==> config.mk <==
export PLATFORM = sky130hd
export DESIGN_NAME = led_pattern_generator
export DESIGN_NICKNAME = d
export VERILOG_FILES = /design/src/hdl/lpg_pkg.sv /design/src/hdl/lpg_regs.sv /design/src/hdl/lpg_core.sv /design/src/hdl/led_pattern_generator.sv
export SDC_FILE = /design/constraint.sdc
export NUM_CORES = 1
export LEC_CHECK = 0
export BUFFER_PORTS_ARGS = -buffer_cell sky130_fd_sc_hd__buf_2
export CORE_MARGIN = 1.5
export CORE_UTILIZATION = 43
export CTS_BUF_LIST = sky130_fd_sc_hd__clkbuf_4
export CTS_CLUSTER_SIZE = 12
export DETAILED_ROUTE_END_ITERATION = 10
export PLACE_DENSITY = 0.7
export SETUP_SLACK_MARGIN = 0.5
export SYNTH_ARGS = -nofsm -noshare
export SYNTH_HDL_FRONTEND = slang
export SYNTH_HIERARCHICAL = 1
export SYNTH_SLANG_ARGS = --single-unit
==> constraint.sdc <==
create_clock -name clk -period 13.6 [get_ports clk]
set_clock_uncertainty 0.2 [all_clocks]
set_input_delay 0.68 -clock clk [delete_from_list [all_inputs] [get_ports clk]]
set_output_delay 0.68 -clock clk [all_outputs]
set_load 0.005 [all_outputs]
==> src/hdl/lpg_pkg.sv <==
// Package for the LED pattern generator: operation, pattern and register codes,
// plus the item, configuration and status types. No dependencies.
package lpg_pkg;

  localparam logic [1:0] OP_TICK  = 2'd0;
  localparam logic [1:0] OP_SET   = 2'd1;
  localparam logic [1:0] OP_BURST = 2'd2;

  localparam logic [2:0] PAT_OFF   = 3'd0;
  localparam logic [2:0] PAT_ON    = 3'd1;
  localparam logic [2:0] PAT_SLOW  = 3'd2;
  localparam logic [2:0] PAT_FAST  = 3'd3;
  localparam logic [2:0] PAT_HEART = 3'd4;
  localparam logic [2:0] PAT_PULSE = 3'd5;

  localparam logic [2:0] HEART_LAST = 3'd4;

  localparam int unsigned ADDR_W = 5;

  localparam logic [2:0] REG_SLOW   = 3'd0;
  localparam logic [2:0] REG_FAST   = 3'd1;
  localparam logic [2:0] REG_BEAT   = 3'd2;
  localparam logic [2:0] REG_REST   = 3'd3;
  localparam logic [2:0] REG_PULSE  = 3'd4;
  localparam logic [2:0] REG_COUNT  = 3'd5;
  localparam logic [2:0] REG_PAUSE  = 3'd6;

  typedef struct packed {
    logic [1:0] operation;
    logic [2:0] pattern_code;
    logic [7:0] blink_request;
  } lpg_item_t;

  typedef struct packed {
    logic [15:0] slow_half_period;
    logic [15:0] fast_half_period;
    logic [15:0] beat_time;
    logic [15:0] beat_rest_time;
    logic [15:0] pulse_half_period;
    logic [7:0]  default_pulse_count;
    logic [15:0] repeat_pause_time;
  } lpg_cfg_t;

  typedef struct packed {
    logic [2:0] pattern;
    logic [2:0] phase;
    logic       lamp;
  } lpg_status_t;

endpackage

==> src/hdl/lpg_regs.sv <==
// APB configuration registers of the LED pattern generator.
// Depends on lpg_pkg.
module lpg_regs import lpg_pkg::*; (
  input  logic              clk,
  input  logic              rst,
  input  logic              psel,
  input  logic              penable,
  input  logic              pwrite,
  input  logic [ADDR_W-1:0] paddr,
  input  logic [31:0]       pwdata,
  output logic [31:0]       prdata,
  output logic              pready,
  output lpg_cfg_t          cfg
);

  logic       wr_en;
  logic [2:0] idx;

  assign pready = 1'b1;
  assign wr_en  = psel && penable && pwrite;
  assign idx    = paddr[ADDR_W-1:2];

  always_ff @(posedge clk) begin
    if (rst) begin
      cfg.slow_half_period    <= 16'd500;
      cfg.fast_half_period    <= 16'd100;
      cfg.beat_time           <= 16'd80;
      cfg.beat_rest_time      <= 16'd600;
      cfg.pulse_half_period   <= 16'd150;
      cfg.default_pulse_count <= 8'd3;
      cfg.repeat_pause_time   <= 16'd400;
    end else if (wr_en) begin
      unique case (idx)
        REG_SLOW:  cfg.slow_half_period    <= pwdata[15:0];
        REG_FAST:  cfg.fast_half_period    <= pwdata[15:0];
        REG_BEAT:  cfg.beat_time           <= pwdata[15:0];
        REG_REST:  cfg.beat_rest_time      <= pwdata[15:0];
        REG_PULSE: cfg.pulse_half_period   <= pwdata[15:0];
        REG_COUNT: cfg.default_pulse_count <= pwdata[7:0];
        REG_PAUSE: cfg.repeat_pause_time   <= pwdata[15:0];
        default: ;
      endcase
    end
  end

  always_comb begin
    unique case (idx)
      REG_SLOW:  prdata = {16'd0, cfg.slow_half_period};
      REG_FAST:  prdata = {16'd0, cfg.fast_half_period};
      REG_BEAT:  prdata = {16'd0, cfg.beat_time};
      REG_REST:  prdata = {16'd0, cfg.beat_rest_time};
      REG_PULSE: prdata = {16'd0, cfg.pulse_half_period};
      REG_COUNT: prdata = {24'd0, cfg.default_pulse_count};
      REG_PAUSE: prdata = {16'd0, cfg.repeat_pause_time};
      default:   prdata = 32'd0;
    endcase
  end

endmodule

==> src/hdl/lpg_core.sv <==
// Pattern state and its one-step update for one tick or command.
// Depends on lpg_pkg.
module lpg_core import lpg_pkg::*; (
  input  logic        clk,
  input  logic        rst,
  input  logic        step,
  input  lpg_item_t   item,
  input  lpg_cfg_t    cfg,
  output logic        lamp_next,
  output lpg_status_t status
);

  logic [2:0]  current_pattern, current_pattern_next;
  logic [2:0]  saved_pattern, saved_pattern_next;
  logic        lamp_state;
  logic [15:0] elapsed_ticks, elapsed_ticks_next;
  logic [2:0]  heartbeat_phase, heartbeat_phase_next;
  logic [8:0]  toggle_count, toggle_count_next;
  logic [7:0]  burst_target, burst_target_next;
  logic [15:0] pause_left, pause_left_next;

  logic [15:0] elapsed_inc;
  logic [15:0] beat_len;
  logic [7:0]  target;
  logic        slow_hit, fast_hit, beat_hit, pulse_hit;

  assign elapsed_inc = (elapsed_ticks == 16'hFFFF) ? elapsed_ticks : elapsed_ticks + 16'd1;
  assign beat_len    = (heartbeat_phase >= HEART_LAST) ? cfg.beat_rest_time : cfg.beat_time;
  assign target      = (burst_target != 8'd0) ? burst_target : cfg.default_pulse_count;
  assign slow_hit    = elapsed_inc >= cfg.slow_half_period;
  assign fast_hit    = elapsed_inc >= cfg.fast_half_period;
  assign beat_hit    = elapsed_inc >= beat_len;
  assign pulse_hit   = elapsed_inc >= cfg.pulse_half_period;

  always_comb begin
    current_pattern_next = current_pattern;
    saved_pattern_next   = saved_pattern;
    lamp_next            = lamp_state;
    elapsed_ticks_next   = elapsed_ticks;
    heartbeat_phase_next = heartbeat_phase;
    toggle_count_next    = toggle_count;
    burst_target_next    = burst_target;
    pause_left_next      = pause_left;
    unique case (item.operation)
      OP_TICK: begin
        elapsed_ticks_next = elapsed_inc;
        unique case (current_pattern)
          PAT_OFF: lamp_next = 1'b0;
          PAT_ON:  lamp_next = 1'b1;
          PAT_SLOW: begin
            if (slow_hit) begin
              elapsed_ticks_next = 16'd0;
              lamp_next          = ~lamp_state;
            end
          end
          PAT_FAST: begin
            if (fast_hit) begin
              elapsed_ticks_next = 16'd0;
              lamp_next          = ~lamp_state;
            end
          end
          PAT_HEART: begin
            if (beat_hit) begin
              elapsed_ticks_next   = 16'd0;
              lamp_next            = ~lamp_state;
              heartbeat_phase_next = (heartbeat_phase >= HEART_LAST) ? 3'd0
                                                                     : heartbeat_phase + 3'd1;
            end
          end
          PAT_PULSE: begin
            if (pause_left != 16'd0) begin
              pause_left_next = pause_left - 16'd1;
            end else if (toggle_count < {target, 1'b0}) begin
              if (pulse_hit) begin
                elapsed_ticks_next = 16'd0;
                lamp_next          = ~lamp_state;
                toggle_count_next  = toggle_count + 9'd1;
              end
            end else begin
              lamp_next = 1'b0;
              if (burst_target != 8'd0) begin
                burst_target_next    = 8'd0;
                current_pattern_next = saved_pattern;
              end else begin
                pause_left_next   = cfg.repeat_pause_time;
                toggle_count_next = 9'd0;
              end
            end
          end
          default: ;
        endcase
      end
      OP_SET: begin
        if (item.pattern_code <= PAT_PULSE && item.pattern_code != current_pattern) begin
          current_pattern_next = item.pattern_code;
          heartbeat_phase_next = 3'd0;
          toggle_count_next    = 9'd0;
          pause_left_next      = 16'd0;
        end
      end
      OP_BURST: begin
        saved_pattern_next   = current_pattern;
        burst_target_next    = item.blink_request;
        toggle_count_next    = 9'd0;
        current_pattern_next = PAT_PULSE;
        heartbeat_phase_next = 3'd0;
        pause_left_next      = 16'd0;
      end
      default: ;
    endcase
  end

  always_ff @(posedge clk) begin
    if (rst) begin
      current_pattern <= PAT_OFF;
      saved_pattern   <= PAT_OFF;
      lamp_state      <= 1'b0;
      elapsed_ticks   <= 16'd0;
      heartbeat_phase <= 3'd0;
      toggle_count    <= 9'd0;
      burst_target    <= 8'd0;
      pause_left      <= 16'd0;
    end else if (step) begin
      current_pattern <= current_pattern_next;
      saved_pattern   <= saved_pattern_next;
      lamp_state      <= lamp_next;
      elapsed_ticks   <= elapsed_ticks_next;
      heartbeat_phase <= heartbeat_phase_next;
      toggle_count    <= toggle_count_next;
      burst_target    <= burst_target_next;
      pause_left      <= pause_left_next;
    end
  end

  assign status.pattern = current_pattern;
  assign status.phase   = heartbeat_phase;
  assign status.lamp    = lamp_state;

endmodule

==> src/hdl/led_pattern_generator.sv <==
// Top level of the LED pattern generator: input beat register, pattern core,
// result register and APB registers. Depends on lpg_pkg, lpg_regs, lpg_core.
// Each input beat is a 1 ms tick (tuser = 0), a set-pattern command (1) or a
// blink-burst request (2), and yields exactly one result beat with the LED
// state and the active-low pin level. Throughput is one beat per clock while the
// output is not stalled. The input register loads at the accepting edge; the
// combinational state update then fills the result register and raises result
// valid. Registers sit at byte addresses 0x00..0x18 and should be written only
// while idle.
module led_pattern_generator import lpg_pkg::*; (
  input  logic              clk,
  input  logic              rst,
  input  logic              s_axis_tvalid,
  output logic              s_axis_tready,
  input  logic [15:0]       s_axis_tdata,  // [2:0] pattern_code, [10:3] blink_request
  input  logic [1:0]        s_axis_tuser,  // [1:0] operation
  output logic              m_axis_tvalid,
  input  logic              m_axis_tready,
  output logic [7:0]        m_axis_tdata,  // [0] led_on, [1] pin_level
  input  logic              psel,
  input  logic              penable,
  input  logic              pwrite,
  input  logic [ADDR_W-1:0] paddr,
  input  logic [31:0]       pwdata,
  output logic [31:0]       prdata,
  output logic              pready
);

  lpg_cfg_t    cfg;
  lpg_status_t status;
  lpg_item_t   in_item;
  logic        in_valid;
  logic        out_valid;
  logic        out_led;
  logic        lamp_next;
  logic        advance;
  logic        s_beat;

  assign advance       = in_valid && (!out_valid || m_axis_tready);
  assign s_axis_tready = !in_valid || advance;
  assign s_beat        = s_axis_tvalid && s_axis_tready;

  always_ff @(posedge clk) begin
    if (rst) begin
      in_valid <= 1'b0;
    end else if (s_beat) begin
      in_valid <= 1'b1;
    end else if (advance) begin
      in_valid <= 1'b0;
    end
  end

  always_ff @(posedge clk) begin
    if (s_beat) begin
      in_item.operation     <= s_axis_tuser;
      in_item.pattern_code  <= s_axis_tdata[2:0];
      in_item.blink_request <= s_axis_tdata[10:3];
    end
  end

  lpg_regs u_regs (
    .clk     (clk),
    .rst     (rst),
    .psel    (psel),
    .penable (penable),
    .pwrite  (pwrite),
    .paddr   (paddr),
    .pwdata  (pwdata),
    .prdata  (prdata),
    .pready  (pready),
    .cfg     (cfg)
  );

  lpg_core u_core (
    .clk       (clk),
    .rst       (rst),
    .step      (advance),
    .item      (in_item),
    .cfg       (cfg),
    .lamp_next (lamp_next),
    .status    (status)
  );

  always_ff @(posedge clk) begin
    if (rst) begin
      out_valid <= 1'b0;
    end else if (advance) begin
      out_valid <= 1'b1;
    end else if (m_axis_tready) begin
      out_valid <= 1'b0;
    end
  end

  always_ff @(posedge clk) begin
    if (advance) begin
      out_led <= lamp_next;
    end
  end

  assign m_axis_tvalid = out_valid;
  assign m_axis_tdata  = {6'd0, ~out_led, out_led};

  a_pin_inverse: assert property (@(posedge clk) disable iff (rst)
    m_axis_tvalid |-> (m_axis_tdata[1] != m_axis_tdata[0]))
    else $error("pin level not inverse of led state");

  a_off_dark: assert property (@(posedge clk) disable iff (rst)
    (advance && in_item.operation == OP_TICK && status.pattern == PAT_OFF)
    |=> (m_axis_tdata[0] == 1'b0 && status.lamp == 1'b0))
    else $error("tick in off pattern left lamp lit");

  a_phase_range: assert property (@(posedge clk) disable iff (rst)
    status.phase <= HEART_LAST)
    else $error("heartbeat phase out of range");

  a_result_matches_state: assert property (@(posedge clk) disable iff (rst)
    advance |=> (m_axis_tdata[0] == status.lamp))
    else $error("result beat differs from lamp state");

endmodule

==> metrics.md <==
| Metric | Value |
|---|---|
| Worst Path Required | `13.92 ns` |
| Gr ovfl total | `0` |
| Worst-skew pair later-pin latency | `0.61 ns` |
| Place WS | `7.91 ns` |
| Hold WC Path Type | `in -> reg` |
| Post-cts resize count | `0` |
| WP data arrival | `6.03 ns` |
| PD cells | `81.4 nW/um^2` |
| Worst Setup End Kind | `flip-flop` |
| Initial Util | `44.0%` |
| Synth warnings | `6` |
| DP Wirelength | `22.0 mm` |
| Worst setup margin | `7.90 ns` |
| Relative slew slack | `29.3%` |
| CTS tree | `built` |
| Inserted Clock Buffers | `17` |
| Routed wire length | `31.0 mm` |
| Register area | `3720 um^2` |
| Clock Tree Root | `clkbuf_4` |
| Max Fclk | `0.175 GHz` |
| Tmin final | `5.70 ns` |
| CTS sink count | `179` |
| Average routed wire per standard cell | `18.8 um` |
| Antenna Violating Nets Remaining | `0` |
| Clk slew on worst S/H paths | `0.15 ns` |
| Nets@finish | `1,448` |
| Die width | `164 um` |
| Core ar. | `25,300 um^2` |
| Max_cap viols | `0` |
| Share of cells above drive strength 1 | `11.3%` |
| Initial antenna violation count | `1` |
| Peak VDD IR | `0.0447 mV` |
| WS Path Type | `reg -> reg` |
| Port buffer count | `58` |
| Vias in the first global route | `8,995` |
| Total number of vias | `9,713` |
| Number of hold buffers added after CTS | `6` |
| Area delta synth->final | `5.67%` |
| Drt drc | `0` |
| Leak Pwr | `4.83 nW` |
| Final slew viol count | `0` |
| Period utilization | `41.9%` |
| # setup viols final | `0` |
| H-tree Lvls | `4` |
| First-pass GRT wire length | `48.7 mm` |
| Iteration-0 DRC Markers | `851` |
| Global placer's final weighted congestion | `0.932` |
| Worst-Margin Slew | `1.06 ns` |
| Number of fill cells in the layout | `2,435` |
| DR vias/cell | `5.89` |
| Die Height | `164 um` |
| Io pins | `105` |
| Peak fanout along the critical path | `18` |
| Pin count of the biggest net entering global routing | `104` |
| RSZ-0062 raised after global routing | `no` |
| Maximum clock path buffer count | `2` |
| Die area | `26,900 um^2` |
| Status | `complete, no violations` |
| TritonRoute pass-1 iters | `5` |
| Hold Fails Final Rpt | `0` |
| Non-filler cells, final | `1,650` |
| Mean post-synth cell area | `8.66 um^2` |
| Gate Count Post-Synth | `1,287` |
| Gr usage total | `23.4%` |
| Setup Total Neg Slack | `0 ns` |
| Cell area after synthesis | `11,100 um^2` |
| Nature of the critical path startpoint | `flip-flop` |
| DP Cell Count | `1,611` |
| Post-CTS Setup Bufs | `0` |
| Multi-input gate area in the final layout | `6640 um^2` |
| Row cnt | `58` |
-- layout by cell type, fill, tap and decap left out, drive strengths merged, types with 14 or more instances in the layout --
master and count:
a21oi 122, buf 74, clkbuf 20, conb 23, dfxtp 165, edfxtp 14, ha 80, inv 73
mux2 20, mux2i 95, nand2 65, nand2b 63, nand3 70, nor2 89, nor2b 15, nor3 18
o21ai 79
-- metal layers --
metal,routed length (um),up-vias,global-route usage (%)
met5,0,-,0
met4,1310,0,11.1
met3,2160,80,4.80
met2,13700,353,35.6
met1,13900,4629,31.6
li1,-,4651,-
-- power by group --
group	internal, mW	switching [mW]
logic	0.0404	0.0786
clock network	0.0970	0.197
registers	0.538	0.00716
total	0.676	0.283
-- state kept, by name (all words and copies together) (netlist names), 3 cells and up --
signal	cells
u_core/current_pattern	3
u_core/saved_pattern	3
in_item	13
u_core/heartbeat_phase	3
u_regs/cfg	104
u_core/burst_target	8
u_core/elapsed_ticks	16
u_core/pause_left	16
u_core/toggle_count	9
-- worst max-delay path, stage by stage, from the launching register on --
cell,delay (ns)
dfxtp_1,0.42
and2_1,0.22
nand4_1,0.17
or4_1,0.68
nand4_1,0.36
nor2_1,0.12
xor2_1,0.48
ha_1,0.35
a21o_1,0.18
nand3_1,0.08
a21oi_1,0.07
nor4_1,0.85
a211oi_1,0.17
o21bai_1,0.87
o21ai_0,0.23
a21oi_1,0.17
-- stage by stage --
step / instance area [um^2] / hold slack [ns] / power (mW) / utilization, %
4_1_cts: 11800 / 0.00479 / 0.966 / 46.5
6_report: 11800 / 0.0451 / 0.959 / 46.5
5_1_grt: 11800 / 0.00859 / 1.00 / 46.5
3_5_place_dp: 11500 / 0.243 / 0.672 / 45.2
2_1_floorplan: 11200 / 0.232 / 0.641 / -
3_3_place_gp: 11500 / 0.239 / 0.671 / 45.2
-- final timing paths --
path	from	endpoint	slack, ns	depth (start not counted)
worst max-delay path	u_core/elapsed_ticks[11]$_SDFFE_PP0P_	u_core/toggle_count[6]$_SDFFE_PP0P_	7.90	15
worst min-delay path	s_axis_tdata[3]	in_item[0]$_DFFE_PP_	0.05	1
worst max register to register	u_core/elapsed_ticks[11]$_SDFFE_PP0P_	u_core/toggle_count[6]$_SDFFE_PP0P_	7.90	15
worst min register to register	u_core/saved_pattern[1]$_SDFFE_PP0P_	u_core/saved_pattern[1]$_SDFFE_PP0P_	0.27	2
-- cell type report --
| type | instances | area share, % |
|---|---|---|
| inverter | 70 | 2.23 |
| timing repair buffer | 80 | 4.02 |
| multi-input combinational | 958 | 56.4 |
| antenna | 1 | 0.0213 |
| tap | 330 | 3.51 |
| clock buffer | 20 | 1.28 |
| clock inverter | 12 | 0.914 |
| sequential | 179 | 31.6 |
Power figures use the tool's default switching activity.
